==> src/hdl/mrm_pkg.sv <==
package mrm_pkg;

  localparam logic [2:0] OP_SETPOINT = 3'd0;
  localparam logic [2:0] OP_RELAY_RD = 3'd1;
  localparam logic [2:0] OP_RELAY_WR = 3'd2;
  localparam logic [2:0] OP_RX_BYTE  = 3'd3;
  localparam logic [2:0] OP_TICK     = 3'd4;

  localparam logic [1:0] TR_SETPOINT = 2'd0;
  localparam logic [1:0] TR_RELAY_RD = 2'd1;
  localparam logic [1:0] TR_RELAY_WR = 2'd2;

  localparam logic [2:0] ST_OK      = 3'd0;
  localparam logic [2:0] ST_TIMEOUT = 3'd1;
  localparam logic [2:0] ST_CRC     = 3'd2;
  localparam logic [2:0] ST_UNKNOWN = 3'd3;
  localparam logic [2:0] ST_SKIPPED = 3'd4;
  localparam logic [2:0] ST_BUSY    = 3'd5;

  localparam logic [2:0] REG_INV_ADDR   = 3'd0;
  localparam logic [2:0] REG_RELAY_ADDR = 3'd1;
  localparam logic [2:0] REG_SETPT_REG  = 3'd2;
  localparam logic [2:0] REG_INV_TMO    = 3'd3;
  localparam logic [2:0] REG_RELAY_TMO  = 3'd4;

  localparam logic [15:0] CRC_INIT = 16'hFFFF;
  localparam logic [15:0] CRC_POLY = 16'hA001;

  localparam logic [7:0] FN_WRITE_REG   = 8'h06;
  localparam logic [7:0] FN_READ_COILS  = 8'h01;
  localparam logic [7:0] FN_WRITE_COILS = 8'h0F;
  localparam logic [7:0] COIL_BYTES     = 8'h01;
  localparam logic [15:0] COIL_QTY      = 16'h0003;
  localparam logic [7:0] STATE_ALL_OFF  = 8'h0B;
  localparam logic [7:0] STATE_UNKNOWN  = 8'hFF;

  localparam logic [3:0] RX_LEN_SHORT = 4'd5;
  localparam logic [3:0] RX_LEN_LONG  = 4'd8;
  localparam logic [3:0] TX_LEN_SHORT = 4'd6;
  localparam logic [3:0] TX_LEN_LONG  = 4'd8;

  localparam int QDEPTH = 4;

  typedef struct packed {
    logic [2:0]  op;
    logic [15:0] setpoint_watts;
    logic        output_enable;
    logic [7:0]  target_state;
    logic [7:0]  rx_byte;
  } in_word_t;

  typedef struct packed {
    logic        kind;
    logic [7:0]  tx_byte;
    logic        last_byte;
    logic [1:0]  transaction;
    logic [2:0]  status;
    logic [7:0]  state_code;
    logic [2:0]  coil_bits;
    logic [15:0] applied_watts;
    logic [3:0]  fault_bits;
  } out_word_t;

  typedef struct packed {
    logic        is_fin;
    logic        is_long;
    logic [1:0]  trans;
    logic [2:0]  status;
    logic [7:0]  addr;
    logic [7:0]  func;
    logic [15:0] word_a;
    logic [15:0] word_b;
    logic [2:0]  coil;
    logic [7:0]  snap_state;
    logic [2:0]  snap_bits;
    logic [15:0] snap_watts;
    logic [3:0]  snap_err;
  } job_t;

  typedef struct packed {
    logic       valid;
    logic       full;
    logic [2:0] count;
  } q_stat_t;

  function automatic logic [15:0] crc16_byte(input logic [15:0] c, input logic [7:0] b);
    logic [15:0] x;
    x = c ^ {8'h00, b};
    for (int i = 0; i < 8; i++) begin
      x = x[0] ? ((x >> 1) ^ CRC_POLY) : (x >> 1);
    end
    return x;
  endfunction

endpackage

==> src/hdl/modbus_rtu_master_transactions.sv <==
// Channel  Direction  Handshake            Payload
// in       input      in_valid/in_ready    in_data (in_word_t)
// out      output     out_valid/out_ready  out_data (out_word_t)
// cfg      input      cfg_we               cfg_index, cfg_wdata
//
// Event words are taken on the in handshake; in_ready drops only while the four-entry
// job queue is full. Unless out_ready stalls it, the back end emits one result word
// per cycle: a request frame gives 8 or 10 words in a row, its CRC built one byte per cycle.
// Reset is synchronous and active low and clears all control state at once.
// A stalled output holds its word while the front end keeps taking events.
module modbus_rtu_master_transactions (
  input  logic               clk,
  input  logic               rst_n,
  input  logic               in_valid,
  output logic               in_ready,
  input  mrm_pkg::in_word_t  in_data,
  output logic               out_valid,
  input  logic               out_ready,
  output mrm_pkg::out_word_t out_data,
  input  logic               cfg_we,
  input  logic [2:0]         cfg_index,
  input  logic [15:0]        cfg_wdata
);
  import mrm_pkg::*;

  logic    push, pop;
  job_t    push_job, head_job;
  q_stat_t qs;

  assign in_ready = !qs.full;

  mrm_front u_front (
    .clk(clk), .rst_n(rst_n), .accept(in_valid && in_ready), .in_word(in_data),
    .cfg_we(cfg_we), .cfg_index(cfg_index), .cfg_wdata(cfg_wdata),
    .push(push), .push_job(push_job)
  );

  mrm_queue u_queue (
    .clk(clk), .rst_n(rst_n), .push(push), .push_job(push_job), .pop(pop),
    .head_job(head_job), .stat(qs)
  );

  mrm_back u_back (
    .clk(clk), .rst_n(rst_n), .head_job(head_job), .head_valid(qs.valid), .pop(pop),
    .out_valid(out_valid), .out_ready(out_ready), .out_data(out_data)
  );

`ifndef SYNTHESIS
  a_q_bound: assert property (@(posedge clk) disable iff (!rst_n)
    qs.count <= 3'(QDEPTH)) else $error("job queue count beyond depth");
  a_last_tx: assert property (@(posedge clk) disable iff (!rst_n)
    out_valid && out_data.last_byte |-> out_data.kind == 1'b0)
    else $error("last byte flag on a finished word");
  a_reset_idle: assert property (@(posedge clk)
    !rst_n |=> !out_valid && qs.count == 3'd0) else $error("not idle after reset");
  a_pop_valid: assert property (@(posedge clk) disable iff (!rst_n)
    pop |-> qs.valid) else $error("pop from empty queue");
`endif

endmodule

==> src/hdl/mrm_front.sv <==
module mrm_front (
  input  logic             clk,
  input  logic             rst_n,
  input  logic             accept,
  input  mrm_pkg::in_word_t in_word,
  input  logic             cfg_we,
  input  logic [2:0]       cfg_index,
  input  logic [15:0]      cfg_wdata,
  output logic             push,
  output mrm_pkg::job_t    push_job
);
  import mrm_pkg::*;

  logic [7:0]  inv_addr_r, relay_addr_r;
  logic [15:0] setpt_reg_r, inv_tmo_r, relay_tmo_r;

  logic        busy_r, busy_nxt;
  logic [1:0]  pkind_r, pkind_nxt;
  logic [3:0]  rxcnt_r, rxcnt_nxt;
  logic [15:0] rxcrc_r, rxcrc_nxt;
  logic [7:0]  crclo_r, crclo_nxt;
  logic [7:0]  coil_r, coil_nxt;
  logic [15:0] wait_r, wait_nxt;
  logic [7:0]  pstate_r, pstate_nxt;
  logic [15:0] pwatts_r, pwatts_nxt;
  logic [7:0]  kstate_r, kstate_nxt;
  logic [2:0]  kbits_r, kbits_nxt;
  logic [15:0] awatts_r, awatts_nxt;
  logic [3:0]  err_r, err_nxt;

  logic        fin;
  logic [2:0]  fin_status;
  logic [1:0]  fin_trans;
  logic        frame;
  logic [3:0]  rx_len;
  logic [15:0] watts;
  logic        valid_code;

  always_comb begin
    busy_nxt = busy_r; pkind_nxt = pkind_r; rxcnt_nxt = rxcnt_r; rxcrc_nxt = rxcrc_r;
    crclo_nxt = crclo_r; coil_nxt = coil_r; wait_nxt = wait_r; pstate_nxt = pstate_r;
    pwatts_nxt = pwatts_r; kstate_nxt = kstate_r; kbits_nxt = kbits_r;
    awatts_nxt = awatts_r; err_nxt = err_r;
    fin = 1'b0; fin_status = ST_OK; fin_trans = pkind_r; frame = 1'b0;
    push_job = '0;
    watts = in_word.output_enable ? in_word.setpoint_watts : 16'h0000;
    rx_len = (pkind_r == TR_RELAY_RD) ? RX_LEN_SHORT : RX_LEN_LONG;
    valid_code = (in_word.target_state <= 8'd7) || (in_word.target_state == STATE_ALL_OFF);

    if (accept) begin
      unique case (in_word.op) inside
        OP_SETPOINT, OP_RELAY_RD, OP_RELAY_WR: begin
          if (busy_r) begin
            fin = 1'b1; fin_status = ST_BUSY; fin_trans = in_word.op[1:0];
          end else if (in_word.op == OP_RELAY_WR && in_word.target_state == kstate_r) begin
            fin = 1'b1; fin_status = ST_SKIPPED; fin_trans = TR_RELAY_WR;
          end else if (in_word.op == OP_RELAY_WR && !valid_code) begin
            fin = 1'b1; fin_status = ST_UNKNOWN; fin_trans = TR_RELAY_WR;
          end else begin
            frame = 1'b1;
            busy_nxt = 1'b1; pkind_nxt = in_word.op[1:0]; rxcnt_nxt = '0;
            rxcrc_nxt = CRC_INIT; crclo_nxt = '0; coil_nxt = '0;
            push_job.trans = in_word.op[1:0];
            if (in_word.op == OP_SETPOINT) begin
              pwatts_nxt = watts;
              wait_nxt = inv_tmo_r;
              push_job.addr = inv_addr_r;
              push_job.func = FN_WRITE_REG;
              push_job.word_a = setpt_reg_r;
              push_job.word_b = watts;
            end else begin
              wait_nxt = relay_tmo_r;
              push_job.addr = relay_addr_r;
              push_job.word_b = COIL_QTY;
              if (in_word.op == OP_RELAY_RD) begin
                push_job.func = FN_READ_COILS;
              end else begin
                pstate_nxt = in_word.target_state;
                push_job.func = FN_WRITE_COILS;
                push_job.is_long = 1'b1;
                push_job.coil = (in_word.target_state <= 8'd7) ?
                                in_word.target_state[2:0] : 3'd0;
              end
            end
          end
        end
        OP_RX_BYTE: begin
          if (busy_r) begin
            if (rxcnt_r < rx_len - 4'd2) begin
              rxcrc_nxt = crc16_byte(rxcrc_r, in_word.rx_byte);
              if (pkind_r == TR_RELAY_RD && rxcnt_r == 4'd2) coil_nxt = in_word.rx_byte;
              rxcnt_nxt = rxcnt_r + 4'd1;
            end else if (rxcnt_r == rx_len - 4'd2) begin
              crclo_nxt = in_word.rx_byte;
              rxcnt_nxt = rxcnt_r + 4'd1;
            end else begin
              fin = 1'b1;
              fin_status = ({in_word.rx_byte, crclo_r} == rxcrc_r) ? ST_OK : ST_CRC;
            end
          end
        end
        OP_TICK: begin
          if (busy_r) begin
            if (wait_r <= 16'd1) begin
              wait_nxt = '0; fin = 1'b1; fin_status = ST_TIMEOUT;
            end else begin
              wait_nxt = wait_r - 16'd1;
            end
          end
        end
        default: ;
      endcase

      // A busy, skipped or unknown-code rejection leaves the pending transaction untouched.
      if (fin && fin_status != ST_BUSY && fin_status != ST_SKIPPED &&
          fin_status != ST_UNKNOWN) begin
        busy_nxt = 1'b0; rxcnt_nxt = '0;
        if (fin_status == ST_OK) begin
          if (pkind_r == TR_SETPOINT) begin
            awatts_nxt = pwatts_r; err_nxt = err_r & 4'hC;
          end else if (pkind_r == TR_RELAY_RD) begin
            kbits_nxt = coil_r[2:0]; kstate_nxt = {5'd0, coil_r[2:0]};
            err_nxt = err_r & 4'h3;
          end else begin
            kstate_nxt = pstate_r;
            kbits_nxt = (pstate_r <= 8'd7) ? pstate_r[2:0] : 3'd0;
            err_nxt = err_r & 4'h3;
          end
        end else if (fin_status == ST_TIMEOUT) begin
          err_nxt = err_r | ((pkind_r == TR_SETPOINT) ? 4'h1 : 4'h4);
        end else begin
          err_nxt = err_r | ((pkind_r == TR_SETPOINT) ? 4'h2 : 4'h8);
        end
      end
    end

    push_job.is_fin = fin;
    if (fin) begin
      push_job.trans = fin_trans;
      push_job.status = fin_status;
    end
    push_job.snap_state = kstate_nxt;
    push_job.snap_bits = kbits_nxt;
    push_job.snap_watts = awatts_nxt;
    push_job.snap_err = err_nxt;
    push = fin | frame;
  end

  always_ff @(posedge clk) begin
    if (!rst_n) begin
      inv_addr_r <= 8'd1; relay_addr_r <= 8'd1; setpt_reg_r <= 16'd3000;
      inv_tmo_r <= 16'd500; relay_tmo_r <= 16'd1000;
      busy_r <= 1'b0; pkind_r <= '0; rxcnt_r <= '0; rxcrc_r <= CRC_INIT;
      crclo_r <= '0; coil_r <= '0; wait_r <= '0; pstate_r <= '0; pwatts_r <= '0;
      kstate_r <= STATE_UNKNOWN; kbits_r <= '0; awatts_r <= '0; err_r <= '0;
    end else begin
      busy_r <= busy_nxt; pkind_r <= pkind_nxt; rxcnt_r <= rxcnt_nxt;
      rxcrc_r <= rxcrc_nxt; crclo_r <= crclo_nxt; coil_r <= coil_nxt;
      wait_r <= wait_nxt; pstate_r <= pstate_nxt; pwatts_r <= pwatts_nxt;
      kstate_r <= kstate_nxt; kbits_r <= kbits_nxt; awatts_r <= awatts_nxt;
      err_r <= err_nxt;
      if (cfg_we) begin
        unique case (cfg_index)
          REG_INV_ADDR:   inv_addr_r <= cfg_wdata[7:0];
          REG_RELAY_ADDR: relay_addr_r <= cfg_wdata[7:0];
          REG_SETPT_REG:  setpt_reg_r <= cfg_wdata;
          REG_INV_TMO:    inv_tmo_r <= cfg_wdata;
          REG_RELAY_TMO:  relay_tmo_r <= cfg_wdata;
          default: ;
        endcase
      end
    end
  end

endmodule

==> src/hdl/mrm_queue.sv <==
module mrm_queue (
  input  logic              clk,
  input  logic              rst_n,
  input  logic              push,
  input  mrm_pkg::job_t     push_job,
  input  logic              pop,
  output mrm_pkg::job_t     head_job,
  output mrm_pkg::q_stat_t  stat
);
  import mrm_pkg::*;

  localparam int AW = $clog2(QDEPTH);

  job_t          mem_r [QDEPTH];
  logic [AW-1:0] wr_r, rd_r;
  logic [AW:0]   cnt_r;

  assign head_job   = mem_r[rd_r];
  assign stat.valid = (cnt_r != '0);
  assign stat.full  = (cnt_r == (AW+1)'(QDEPTH));
  assign stat.count = 3'(cnt_r);

  always_ff @(posedge clk) begin
    if (push) mem_r[wr_r] <= push_job;
  end

  always_ff @(posedge clk) begin
    if (!rst_n) begin
      wr_r <= '0; rd_r <= '0; cnt_r <= '0;
    end else begin
      if (push) wr_r <= wr_r + 1'b1;
      if (pop) rd_r <= rd_r + 1'b1;
      cnt_r <= cnt_r + (AW+1)'(push) - (AW+1)'(pop);
    end
  end

endmodule

==> src/hdl/mrm_back.sv <==
module mrm_back (
  input  logic               clk,
  input  logic               rst_n,
  input  mrm_pkg::job_t      head_job,
  input  logic               head_valid,
  output logic               pop,
  output logic               out_valid,
  input  logic               out_ready,
  output mrm_pkg::out_word_t out_data
);
  import mrm_pkg::*;

  logic [3:0]  idx_r, idx_nxt;
  logic [15:0] crc_r, crc_nxt;
  logic        ov_r;
  out_word_t   od_r, word;
  logic [3:0]  n;
  logic [7:0]  b;
  logic        last, load;

  always_comb begin
    n = head_job.is_long ? TX_LEN_LONG : TX_LEN_SHORT;
    unique case (idx_r)
      4'd0: b = head_job.addr;
      4'd1: b = head_job.func;
      4'd2: b = head_job.word_a[15:8];
      4'd3: b = head_job.word_a[7:0];
      4'd4: b = head_job.word_b[15:8];
      4'd5: b = head_job.word_b[7:0];
      default: b = 8'h00;
    endcase
    // Past the payload, the CRC goes out low byte first.
    if (idx_r == n) b = crc_r[7:0];
    else if (idx_r == n + 4'd1) b = crc_r[15:8];
    else if (idx_r == 4'd6) b = COIL_BYTES;
    else if (idx_r == 4'd7) b = {5'd0, head_job.coil};
    last = (idx_r == n + 4'd1);

    word.kind          = head_job.is_fin;
    word.tx_byte       = head_job.is_fin ? 8'h00 : b;
    word.last_byte     = !head_job.is_fin && last;
    word.transaction   = head_job.trans;
    word.status        = head_job.is_fin ? head_job.status : ST_OK;
    word.state_code    = head_job.snap_state;
    word.coil_bits     = head_job.snap_bits;
    word.applied_watts = head_job.snap_watts;
    word.fault_bits    = head_job.snap_err;

    load = head_valid && (!ov_r || out_ready);
    pop = load && (head_job.is_fin || last);
    idx_nxt = idx_r;
    crc_nxt = crc_r;
    if (load && !head_job.is_fin) begin
      if (last) begin
        idx_nxt = '0; crc_nxt = CRC_INIT;
      end else begin
        idx_nxt = idx_r + 4'd1;
        if (idx_r < n) crc_nxt = crc16_byte(crc_r, b);
      end
    end
  end

  always_ff @(posedge clk) begin
    if (!rst_n) begin
      idx_r <= '0; crc_r <= CRC_INIT; ov_r <= 1'b0;
    end else begin
      idx_r <= idx_nxt; crc_r <= crc_nxt;
      if (load) ov_r <= 1'b1;
      else if (out_ready) ov_r <= 1'b0;
    end
  end

  always_ff @(posedge clk) begin
    if (load) od_r <= word;
  end

  assign out_valid = ov_r;
  assign out_data  = od_r;

endmodule
==> config.mk <==
export PLATFORM = sky130hd
export DESIGN_NAME = modbus_rtu_master_transactions
export DESIGN_NICKNAME = d
export VERILOG_FILES = /design/src/hdl/mrm_pkg.sv /design/src/hdl/modbus_rtu_master_transactions.sv /design/src/hdl/mrm_front.sv /design/src/hdl/mrm_queue.sv /design/src/hdl/mrm_back.sv
export SDC_FILE = /design/constraint.sdc
export NUM_CORES = 1
export LEC_CHECK = 0
export ABC_AREA = 1
export BUFFER_PORTS_ARGS = -buffer_cell sky130_fd_sc_hd__buf_2
export CORE_UTILIZATION = 50
export DETAILED_ROUTE_END_ITERATION = 6
export PLACE_DENSITY = 0.64
export SYNTH_ARGS = -nofsm -noshare
export SYNTH_HDL_FRONTEND = slang
export SYNTH_SLANG_ARGS = --single-unit
==> constraint.sdc <==
create_clock -name clk -period 11.38 [get_ports clk]
set_clock_uncertainty 0.15 [all_clocks]
set_input_delay 3.414 -clock clk [delete_from_list [all_inputs] [get_ports clk]]
set_output_delay 3.414 -clock clk [all_outputs]
set_load 0.005 [all_outputs]
### Word level (Yosys, flattened, before mapping)

Memories as Yosys holds them, arrays and structs flattened. A register that Yosys moved wholly into a read port is not among the register bits.
Cells that the tools add are included.

| word-level totals | value |
|---|---|
| output and inout bits | 48 |
| register bits after elaboration | 243 |
| bits in writable memories | 356 |
| bits in read-only memories | 0 |
| latch bits | 0 |
| memories kept | 1 |

Memory list:

| name | depth | bits a word | rd ports | clocked after Yosys merged registers in | write ports | RTL line | RTL |
|---|---|---|---|---|---|---|---|
| u_queue.mem_r | 4 | 89 | 1 | 1 | 1 | mrm_queue.sv:14 | `job_t mem_r [QDEPTH];` |

| cells by class | value |
|---|---|
| mux-type cells | 143 |
| $lt $le $gt $ge | 5 |
| div/mod/pow operators | 0 |
| shift-type cells | 0 |
| reductions and logical operators | 46 |
| multiply operators | 0 |
| eq/ne operators | 42 |
| bitwise gates (word level) | 26 |
| add/sub/neg operators | 9 |

Operators by type and width:

| operator | count |
|---|---|
| $mux W16 | 37 |
| $mux W51 | 5 |
| $mux W8 | 15 |
| $mux W3 | 26 |
| $mux W4 | 17 |
| $pmux W16 S2 | 2 |
| $not A2 Y3 | 16 |
| $pmux W8 S6 | 1 |
| $xor A16 B8 Y16 | 2 |
| $mux W1 | 25 |
| $reduce_and A7 Y1 | 3 |
| $mux W2 | 9 |
| $eq A16 B16 Y1 | 1 |
| $eq A4 B3 Y1 const B | 4 |
| $le A16 B1 Y1 const B | 1 |
| $le A8 B3 Y1 const B | 2 |
| $pmux W8 S2 | 1 |
| $reduce_and A8 Y1 | 2 |
| $sub A16 B1 Y16 const B | 1 |
| $ne A3 B3 Y1 const B | 5 |
| $ne A2 B2 Y1 const B | 7 |
| $reduce_and A2 Y1 | 7 |
| $add A4 B1 Y4 const B | 3 |
| $eq A3 B2 Y1 const B | 4 |
| 35 further kinds | 75 |

### Longest topological paths before layout

Gate-level depths: netlist of the first run.

| depth | value |
|---|---|
| depth after elaboration | 25 |
| mapped depth | 29 |
| gate-level depth less buffers | 28 |

### Cells and area by module

From an unflattened synthesis of the first run, not the netlist that was laid out.

| unflattened totals | value |
|---|---|
| cell total of the unflattened synthesis | 2743 |
| area, all modules | 26604.3 um^2 |

Modules (own cells, without submodules):

| module | sequential area each (um^2) | cells each | instances | area each (um^2) |
|---|---|---|---|---|
| mrm_queue | 10870.4 | 1095 | 1 | 14523.9 |
| mrm_front | 3383.2 | 1227 | 1 | 8572.0 |
| mrm_back | 1801.7 | 418 | 1 | 3494.6 |
| modbus_rtu_master_transactions | 0.0 | 3 | 1 | 13.8 |

### Worst setup path after synthesis of the first run

OpenSTA, ideal clock, no wires.

| timing path | value |
|---|---|
| kind | input to register |
| from | input in_data[35] in the netlist's numbering |
| to | memory u_queue.mem_r[0][0] in the netlist's numbering (enable) |
| setup time | 0.525 ns |
| data required time | 10.705 ns |
| cell stages on the path | 11 |
| buffers on the path | 2 |
| arrival time | 8.188 ns |
| path slack | 2.517 ns |
| cell sequence | buf_2 inv_1 nor2_2 inv_1 nand2_1 nand3_1 or3_1 buf_6 nand2_1 nand2_1 nor2_1 |

| between the ends | value |
|---|---|
| longest elaborated chain between the ends | 11 |
| elaborated cells between the ends (all ways) | 22 |
| classes of those cells | 4 x eq/ne; 13 x mux; 1 x bitwise; 4 x reduce/logical |

Ends and longest elaborated chain:

| element | RTL line | RTL |
|---|---|---|
| from (decl) | modbus_rtu_master_transactions.sv:16 | `input mrm_pkg::in_word_t in_data,` |
| $eq A3 B2 Y1 | mrm_front.sv:55, mrm_front.sv:57 |  |
| $logic_and A1 B1 Y1 | mrm_front.sv:57 | `end else if (in_word.op == OP_RELAY_WR && !valid_code) begin` |
| $mux W1 | mrm_front.sv:57 |  |
| $mux W1 | mrm_front.sv:55 | `end else if (in_word.op == OP_RELAY_WR && in_word.target_state == kstate_r) begin` |
| $mux W1 | mrm_front.sv:53 | `if (busy_r) begin` |
| $pmux W1 S3 | mrm_front.sv:51 | `unique case (in_word.op) inside` |
| $mux W1 (2 in a row) | mrm_front.sv:50 | `if (accept) begin` |
| $or A1 B1 Y1 * | mrm_front.sv:146 | `push = fin \| frame;` |
| $mux W1 * | mrm_queue.sv:24 | `if (push) mem_r[wr_r] <= push_job;` |
| $mux W1 (implied by the code) * | mrm_queue.sv:24 |  |
| to (decl) | mrm_queue.sv:14 |  |

Mark *: on every way between the ends. The rest lies on a longest branch, timed or not. The select of a mux whose other input is x is not followed.

### Worst setup path in the final report of the first run

| timing path | value |
|---|---|
| from | input in_data[33] in the netlist's numbering |
| to | memory u_queue.mem_r[2][79] in the netlist's numbering (enable) |

Same word-level chain as after synthesis.

==> results.py, run 1 <==
metrics = {
    "finish": {
        "fin_area_um2": 27500,
        "syn_to_final_growth_pct": 12.2,
        "drive_gt1_frac": 0.110,
        "final_cell_mix": "nand2_1, edfxtp_1, nor2_1",
        "final_common_cell": "nand2_1",
        "nets": 2696,
    },
    "power_and_ir_drop": {
        "p_sw_frac": 0.333,
        "static-leakage-power_uw": 0.0112,
        "pwr-share-seq": 0.410,
        "internal_power_uw": 4160,
        "powerDensity_nw_per_um2": 226,
        "clockPowerShare": 0.320,
        "power_frac_comb": 0.270,
        "worst_ir_drop_vdd_uv": 235,
        "power.switching_uw": 2080,
    },
    "floorplan": {
        "die_h_um": 224,
        "core_area_um2": 48000,
        "pin_count": 108,
        "rows": 80,
        "initial_core_util": 0.511,
        "die_x_um": 224,
        "die-area_um2": 50000,
    },
    "yosys": {
        "synth_nets": 2621,
        "ys_warn_count": 0,
        "synth.avg_cell_area_um2": 9.66,
        "synth_top_area_frac": 0.463,
        "ys_ff_latch": 577,
        "synth_top_area_cell": "edfxtp_1",
        "synthTopCellsByArea": "edfxtp_1, dfxtp_1, nand2_1",
        "yosysSeqAreaShare": 0.625,
        "synth_cells": 2541,
        "yosysUniqueCellTypes": 55,
        "netlist_area_um2": 24500,
    },
    "worst_hold_path": {
        "hp-start": "u_front.inv_tmo_r[1]",
        "hold_path_end": "u_front.inv_tmo_r[1]",
        "min_path_cells": 2,
        "min-delay-path-class": "register to register",
    },
    "drt": {
        "drc": 0,
        "ant_nets": 0,
        "vias_per_cell": 5.46,
        "wire_per_inst_um": 18.2,
        "first_pass_iters": 7,
        "vias": 17900,
        "finalWirelength_um": 59600,
        "drtIter0Drc": 1372,
    },
    "timing": {
        "tightestPinTransition_ns": 1.17,
        "finalWorstSetupSlack_ns": 4.33,
        "finalSetupViolCount": 0,
        "finalCritPeriodShare": 0.619,
        "fmax_mhz": 142,
        "fin_tns_setup_ns": 0,
        "timing.final.crit_period_ns": 7.05,
        "final_max_slew_viol_count": 0,
        "hold_viol_final": 0,
        "rsz0062_at_grt": "no",
        "maxSlewHeadroom": 0.215,
    },
    "place": {
        "pre_cts_ws_ns": 3.68,
        "dp_hpwl_um": 37300,
        "postPlaceCellArea_um2": 25500,
        "place.gp.congestion": 0.881,
        "port_buffers": 107,
    },
    "worst_setup_path": {
        "reg2reg_to": "u_back.crc_r[0]",
        "required_ns": 11.47,
        "worstPathCellList": "buf_2 > nor2_4 > inv_2 > nor2_2 > inv_1 > nand2_1 > nand3_1 > or3_1 > nand2_1 > nand2_1 > nor2_4 > buf_4",
        "end_kind": "register",
        "cpPeakStageDelay_ns": 0.95,
        "critPathLaunchType": "primary input",
        "cp_slowest_cell": "nor2_4",
        "arrival_ns": 7.13,
        "startpoint": "in_data[33]",
        "critPathMostFrequentCell": "nand2_1",
        "crit_fanout": 51,
        "regToRegSetupSlack_ns": 6.18,
        "r2r_cells": 25,
        "criticalPathCategory": "primary input to register",
    },
    "clock_tree": {
        "cts_tree": "yes",
        "path_clk_slew_ns": 0.06,
        "numCtsBuffers": 58,
        "cts.htree.levels": 2,
        "cts_hold_buf": 0,
        "cts.sink_count": 577,
        "clk_path_buf_depth": 3,
        "post_cts_buffers": 0,
        "cts-root-buf": "clkbuf_16",
        "clk_latency_ns": 0.61,
        "cts_resized": 0,
    },
    "global_routing": {
        "antenna_found_initial": 4,
        "grt_pass1_vias": 17200,
        "overflow": 0,
        "grtUsageTotal": 0.241,
        "grt_max_degree": 93,
        "grt_pass1_wl_um": 93700,
    },
    "flow_run": {
        "maxCapViolCount": 0,
    },
    "run_status": {
        "status": "finished, final reports clean",
    },
}
## power by group through the flow
stage,registers (µW),clock network (µW),logic [µW]
2_1_floorplan,2590,0,1190
3_3_place_gp,2600,0,1650
3_5_place_dp,2600,0,1680
4_1_cts,2560,2020,1690
5_1_grt,2580,2100,1910
6_report,2560,1990,1690
## sequential cells by signal, indices dropped and copies added, names as in the netlist, 8 cells and up, named ones only
register and cells:
u_front.relay_tmo_r 16, u_back.crc_r 16, u_front.wait_r 16, u_queue.mem_r 332
u_front.kstate_r 8, u_front.pwatts_r 16, u_front.setpt_reg_r 16, u_front.awatts_r 16
u_front.rxcrc_r 16, u_front.pstate_r 8, u_back.out_data 46, u_front.crclo_r 8
u_front.relay_addr_r 8, u_front.inv_tmo_r 16, u_front.inv_addr_r 8
## cell usage after synthesis (all sizes together)
master and n:
nor3b 16, a21o 1, a21boi 2, o21ai 270, edfxtp 378, a41oi 1
or2 19, xor2 26, o211ai 8, o31ai 2, or3 2, a22oi 6
a31o 1, a31oi 13, clkbuf 70, a32oi 1, a211oi 8, nand3 137
a221oi 3, fa 1, nor2 358, nor4 9, ha 19, inv 224
a22o 1, xnor2 24, o22ai 45, o211a 1, clkinv 2, buf 41
o221ai 1, a21oi 91, o21bai 4, nand4 14, nand3b 1, nand2 527
nor3 15, dfxtp 199
## kinds of logic after synthesis
group                      synth area share
adders and majority gates            0.0105
DFF                                   0.625
buffers and inverters                0.0553
AOI/OAI and AO/OA                     0.103
xor gates and xnor gates             0.0178
and+or+nand+nor                       0.188
## metrics by stage
| step | utilization | std cells | power (µW) | hold WS, ns |
|---|---|---|---|---|
| 3_3_place_gp | 0.531 | 3171 | 4250 | 0.287 |
| 4_1_cts | 0.573 | 3279 | 6270 | 0.305 |
| 3_5_place_dp | 0.531 | 3171 | 4280 | 0.290 |
| 5_1_grt | 0.573 | 3279 | 6590 | 0.335 |
| 6_report | 0.573 | 3281 | 6240 | 0.306 |
| 2_1_floorplan | - | 2541 | 3780 | 0.271 |
## worst max-delay path: cells and delay by family
kind,cells,cell delay [ns]
buffers and inverters,4,1.22
AND/OR/NAND/NOR,8,2.40
## cell type report
| class | instances | area [µm²] |
|---|---|---|
| clock buffers | 73 | 1550 |
| repair buffers | 126 | 678 |
| inverters | 226 | 853 |
| well taps | 615 | 769 |
| fillers | 4081 | 20500 |
| clock inverters | 35 | 442 |
| multi-input cells | 1627 | 7890 |
| diodes | 2 | 5.00 |
| flip-flops and latches | 577 | 15300 |
## layer usage
metal | wire [µm] | global-route usage | up-vias
met2 | 27500 | 0.392 | 522
li1 | - | - | 8709
met3 | 3480 | 0.0350 | 91
met5 | 25 | 0 | -
met1 | 27200 | 0.332 | 8583
met4 | 1350 | 0.0787 | 4
## how the worst max path moves through the flow
| stage | slack (ns) | depth (start not counted) | end |
|---|---|---|---|
| global route | 4.07 | 12 | u_queue.mem_r[2][56] |
| detailed placement | 3.68 | 12 | u_queue.mem_r[2][68] |
| global placement | 3.79 | 12 | u_queue.mem_r[1][50] |
| CTS | 4.32 | 12 | u_queue.mem_r[2][68] |
| floorplan | 2.52 | 11 | u_queue.mem_r[0][0] |
| finish | 4.33 | 12 | u_queue.mem_r[2][79] |
No activity file was read; power rests on OpenSTA's default activity.
==> run 2, diff against run 1 <==
Settings changed: PLACE_DENSITY 0.64 to 0.66.
Clock period 11.38 ns to 6.4 ns, I/O delays scaled along.
==> results.py, run 2 (synthesis gave the netlist of run 1 again) <==
metrics = {
    "clock_tree": {
        "cts.htree.levels": 2,
        "path_clk_slew_ns": 0.06,
        "post_cts_buffers": 0,
        "cts_tree": "yes",
        "cts_hold_buf": 0,
        "clk_latency_ns": 0.60,
        "cts.sink_count": 577,
        "cts-root-buf": "clkbuf_16",
        "clk_path_buf_depth": 3,
        "numCtsBuffers": 57,
        "cts_resized": 0,
    },
    "timing": {
        "hold_viol_final": 0,
        "final_max_slew_viol_count": 0,
        "fmax_mhz": 216,
        "maxSlewHeadroom": 0.353,
        "finalCritPeriodShare": 0.723,
        "finalSetupViolCount": 0,
        "timing.final.crit_period_ns": 4.63,
        "tightestPinTransition_ns": 0.970,
        "rsz0062_at_grt": "no",
        "fin_hold_ws_ns": 0.299,
    },
    "drt": {
        "first_pass_iters": 7,
        "ant_nets": 0,
        "vias_per_cell": 5.43,
        "wire_per_inst_um": 17.6,
        "drtIter0Drc": 1596,
        "vias": 17800,
        "drc": 0,
        "finalWirelength_um": 57900,
    },
    "worst_hold_path": {
        "min-delay-path-class": "register to register",
        "min_path_cells": 2,
        "hold_path_end": "u_front.inv_tmo_r[15]",
        "hp-start": "u_front.inv_tmo_r[15]",
    },
    "power_and_ir_drop": {
        "worst_ir_drop_vdd_uv": 254,
        "powerDensity_nw_per_um2": 401,
        "static-leakage-power_uw": 0.0112,
    },
    "worst_setup_path": {
        "cpPeakStageDelay_ns": 0.55,
        "r2r_cells": 27,
        "crit_fanout": 18,
        "arrival_ns": 4.88,
        "regToRegSetupSlack_ns": 1.87,
        "reg2reg_to": "u_back.crc_r[0]",
        "worst-path-buf-inv": 4,
        "cp_slowest_cell": "nor3_2",
        "worstPathCellList": "buf_2 > nor4_1 > inv_1 > nor2_1 > nor3_2 > inv_1 > nand2_1 > nor3_2 > nand2_1 > inv_1 > nand2_1 > nor2_1",
        "crit_family": "simple AND/OR/NAND/NOR gates",
        "criticalPathCategory": "primary input to register",
        "critPathLaunchType": "primary input",
        "end_kind": "register",
        "required_ns": 6.65,
    },
    "floorplan": {
        "core_area_um2": 48000,
        "die_h_um": 224,
        "pin_count": 108,
        "die-area_um2": 50000,
        "die_x_um": 224,
        "rows": 80,
        "initial_core_util": 0.511,
    },
    "global_routing": {
        "grt_pass1_vias": 16700,
        "antenna_found_initial": 5,
        "grt_max_degree": 159,
        "grtUsageTotal": 0.231,
        "overflow": 0,
        "grt_pass1_wl_um": 90700,
    },
    "finish": {
        "final_common_cell": "nand2_1",
        "nets": 2699,
        "final_cell_mix": "nand2_1, edfxtp_1, nor2_1",
        "drive_gt1_frac": 0.111,
        "fin_cells": 3284,
        "syn_to_final_growth_pct": 12.6,
        "largest_reg_flops": 332,
        "largest-register": "u_queue.mem_r",
    },
    "place": {
        "dp_hpwl_um": 36400,
        "placedCellCount": 3175,
        "place.gp.congestion": 0.908,
        "port_buffers": 107,
    },
    "run_status": {
        "status": "finished, final reports clean",
    },
    "flow_run": {
        "maxCapViolCount": 0,
    },
}
[run 2: changes by cell type in the layout (fill, tap and decap cells not counted), sizes merged]
cell / change
clkinvlp: +3
clkbuf: +4
inv: +1
bufinv: -1
buf: +4
clkinv: -8
[run 2: per-layer routing]
layer  track usage  vias up  routed length [µm]
li1              -     8723                   -
met1         0.319     8513               26100
met2         0.381      509               27100
met3        0.0366       74                3650
met4        0.0623        4                1120
met5             0        -                  23
[run 2: worst max-delay path by stage]
stage	start	endpoint	slack, ns	cells past startpoint
after floorplan	in_data[35]	u_queue.mem_r[0][0]	-0.97	11
after global placement	in_data[33]	u_queue.mem_r[2][9]	1.26	12
after detailed placement	in_data[12]	u_queue.mem_r[2][31]	1.15	12
after CTS	in_data[12]	u_queue.mem_r[1][31]	1.78	12
after global routing	register	u_back.crc_r[0]	1.41	27
final	in_data[12]	u_queue.mem_r[2][32]	1.77	12
[run 2: area by class of cell]
class / instances / area [µm²]
Fill cell: 4093 / 20400
Clock inverter: 30 / 382
Tap cell: 615 / 769
Inverter: 226 / 853
Timing Repair Buffer: 130 / 733
Sequential cell: 577 / 15300
Clock buffer: 77 / 1650
Multi-Input combinational cell: 1627 / 7890
Antenna cell: 2 / 5.00
[run 2: per-stage QoR]
stage | worst slack (ns) | utilization | area, µm² | total power, µW | TNS (ns)
floorplan | -0.969 | - | 24500 | 6710 | -321.77
global placement | 1.26 | 0.533 | 25600 | 7530 | 0
detailed placement | 1.15 | 0.533 | 25600 | 7590 | 0
CTS | 1.78 | 0.575 | 27600 | 11100 | 0
global route | 1.41 | 0.575 | 27600 | 11700 | 0
finish | 1.77 | 0.575 | 27600 | 11100 | 0
[run 2: power by group]
group	internal, µW	total, µW	switching (µW)
Combinational	910	2960	2050
Sequential	4370	4560	192
Clock	2160	3560	1400
Total	7440	11100	3640
[run 2: worst min-delay path: cells and delay by family (launching register included)]
| family | cells | cell delay (ns) |
|---|---|---|
| DFF | 1 | 0.30 |
| AOI/OAI and AO/OA | 1 | 0.05 |
| buffers and inverters | 1 | 0.05 |
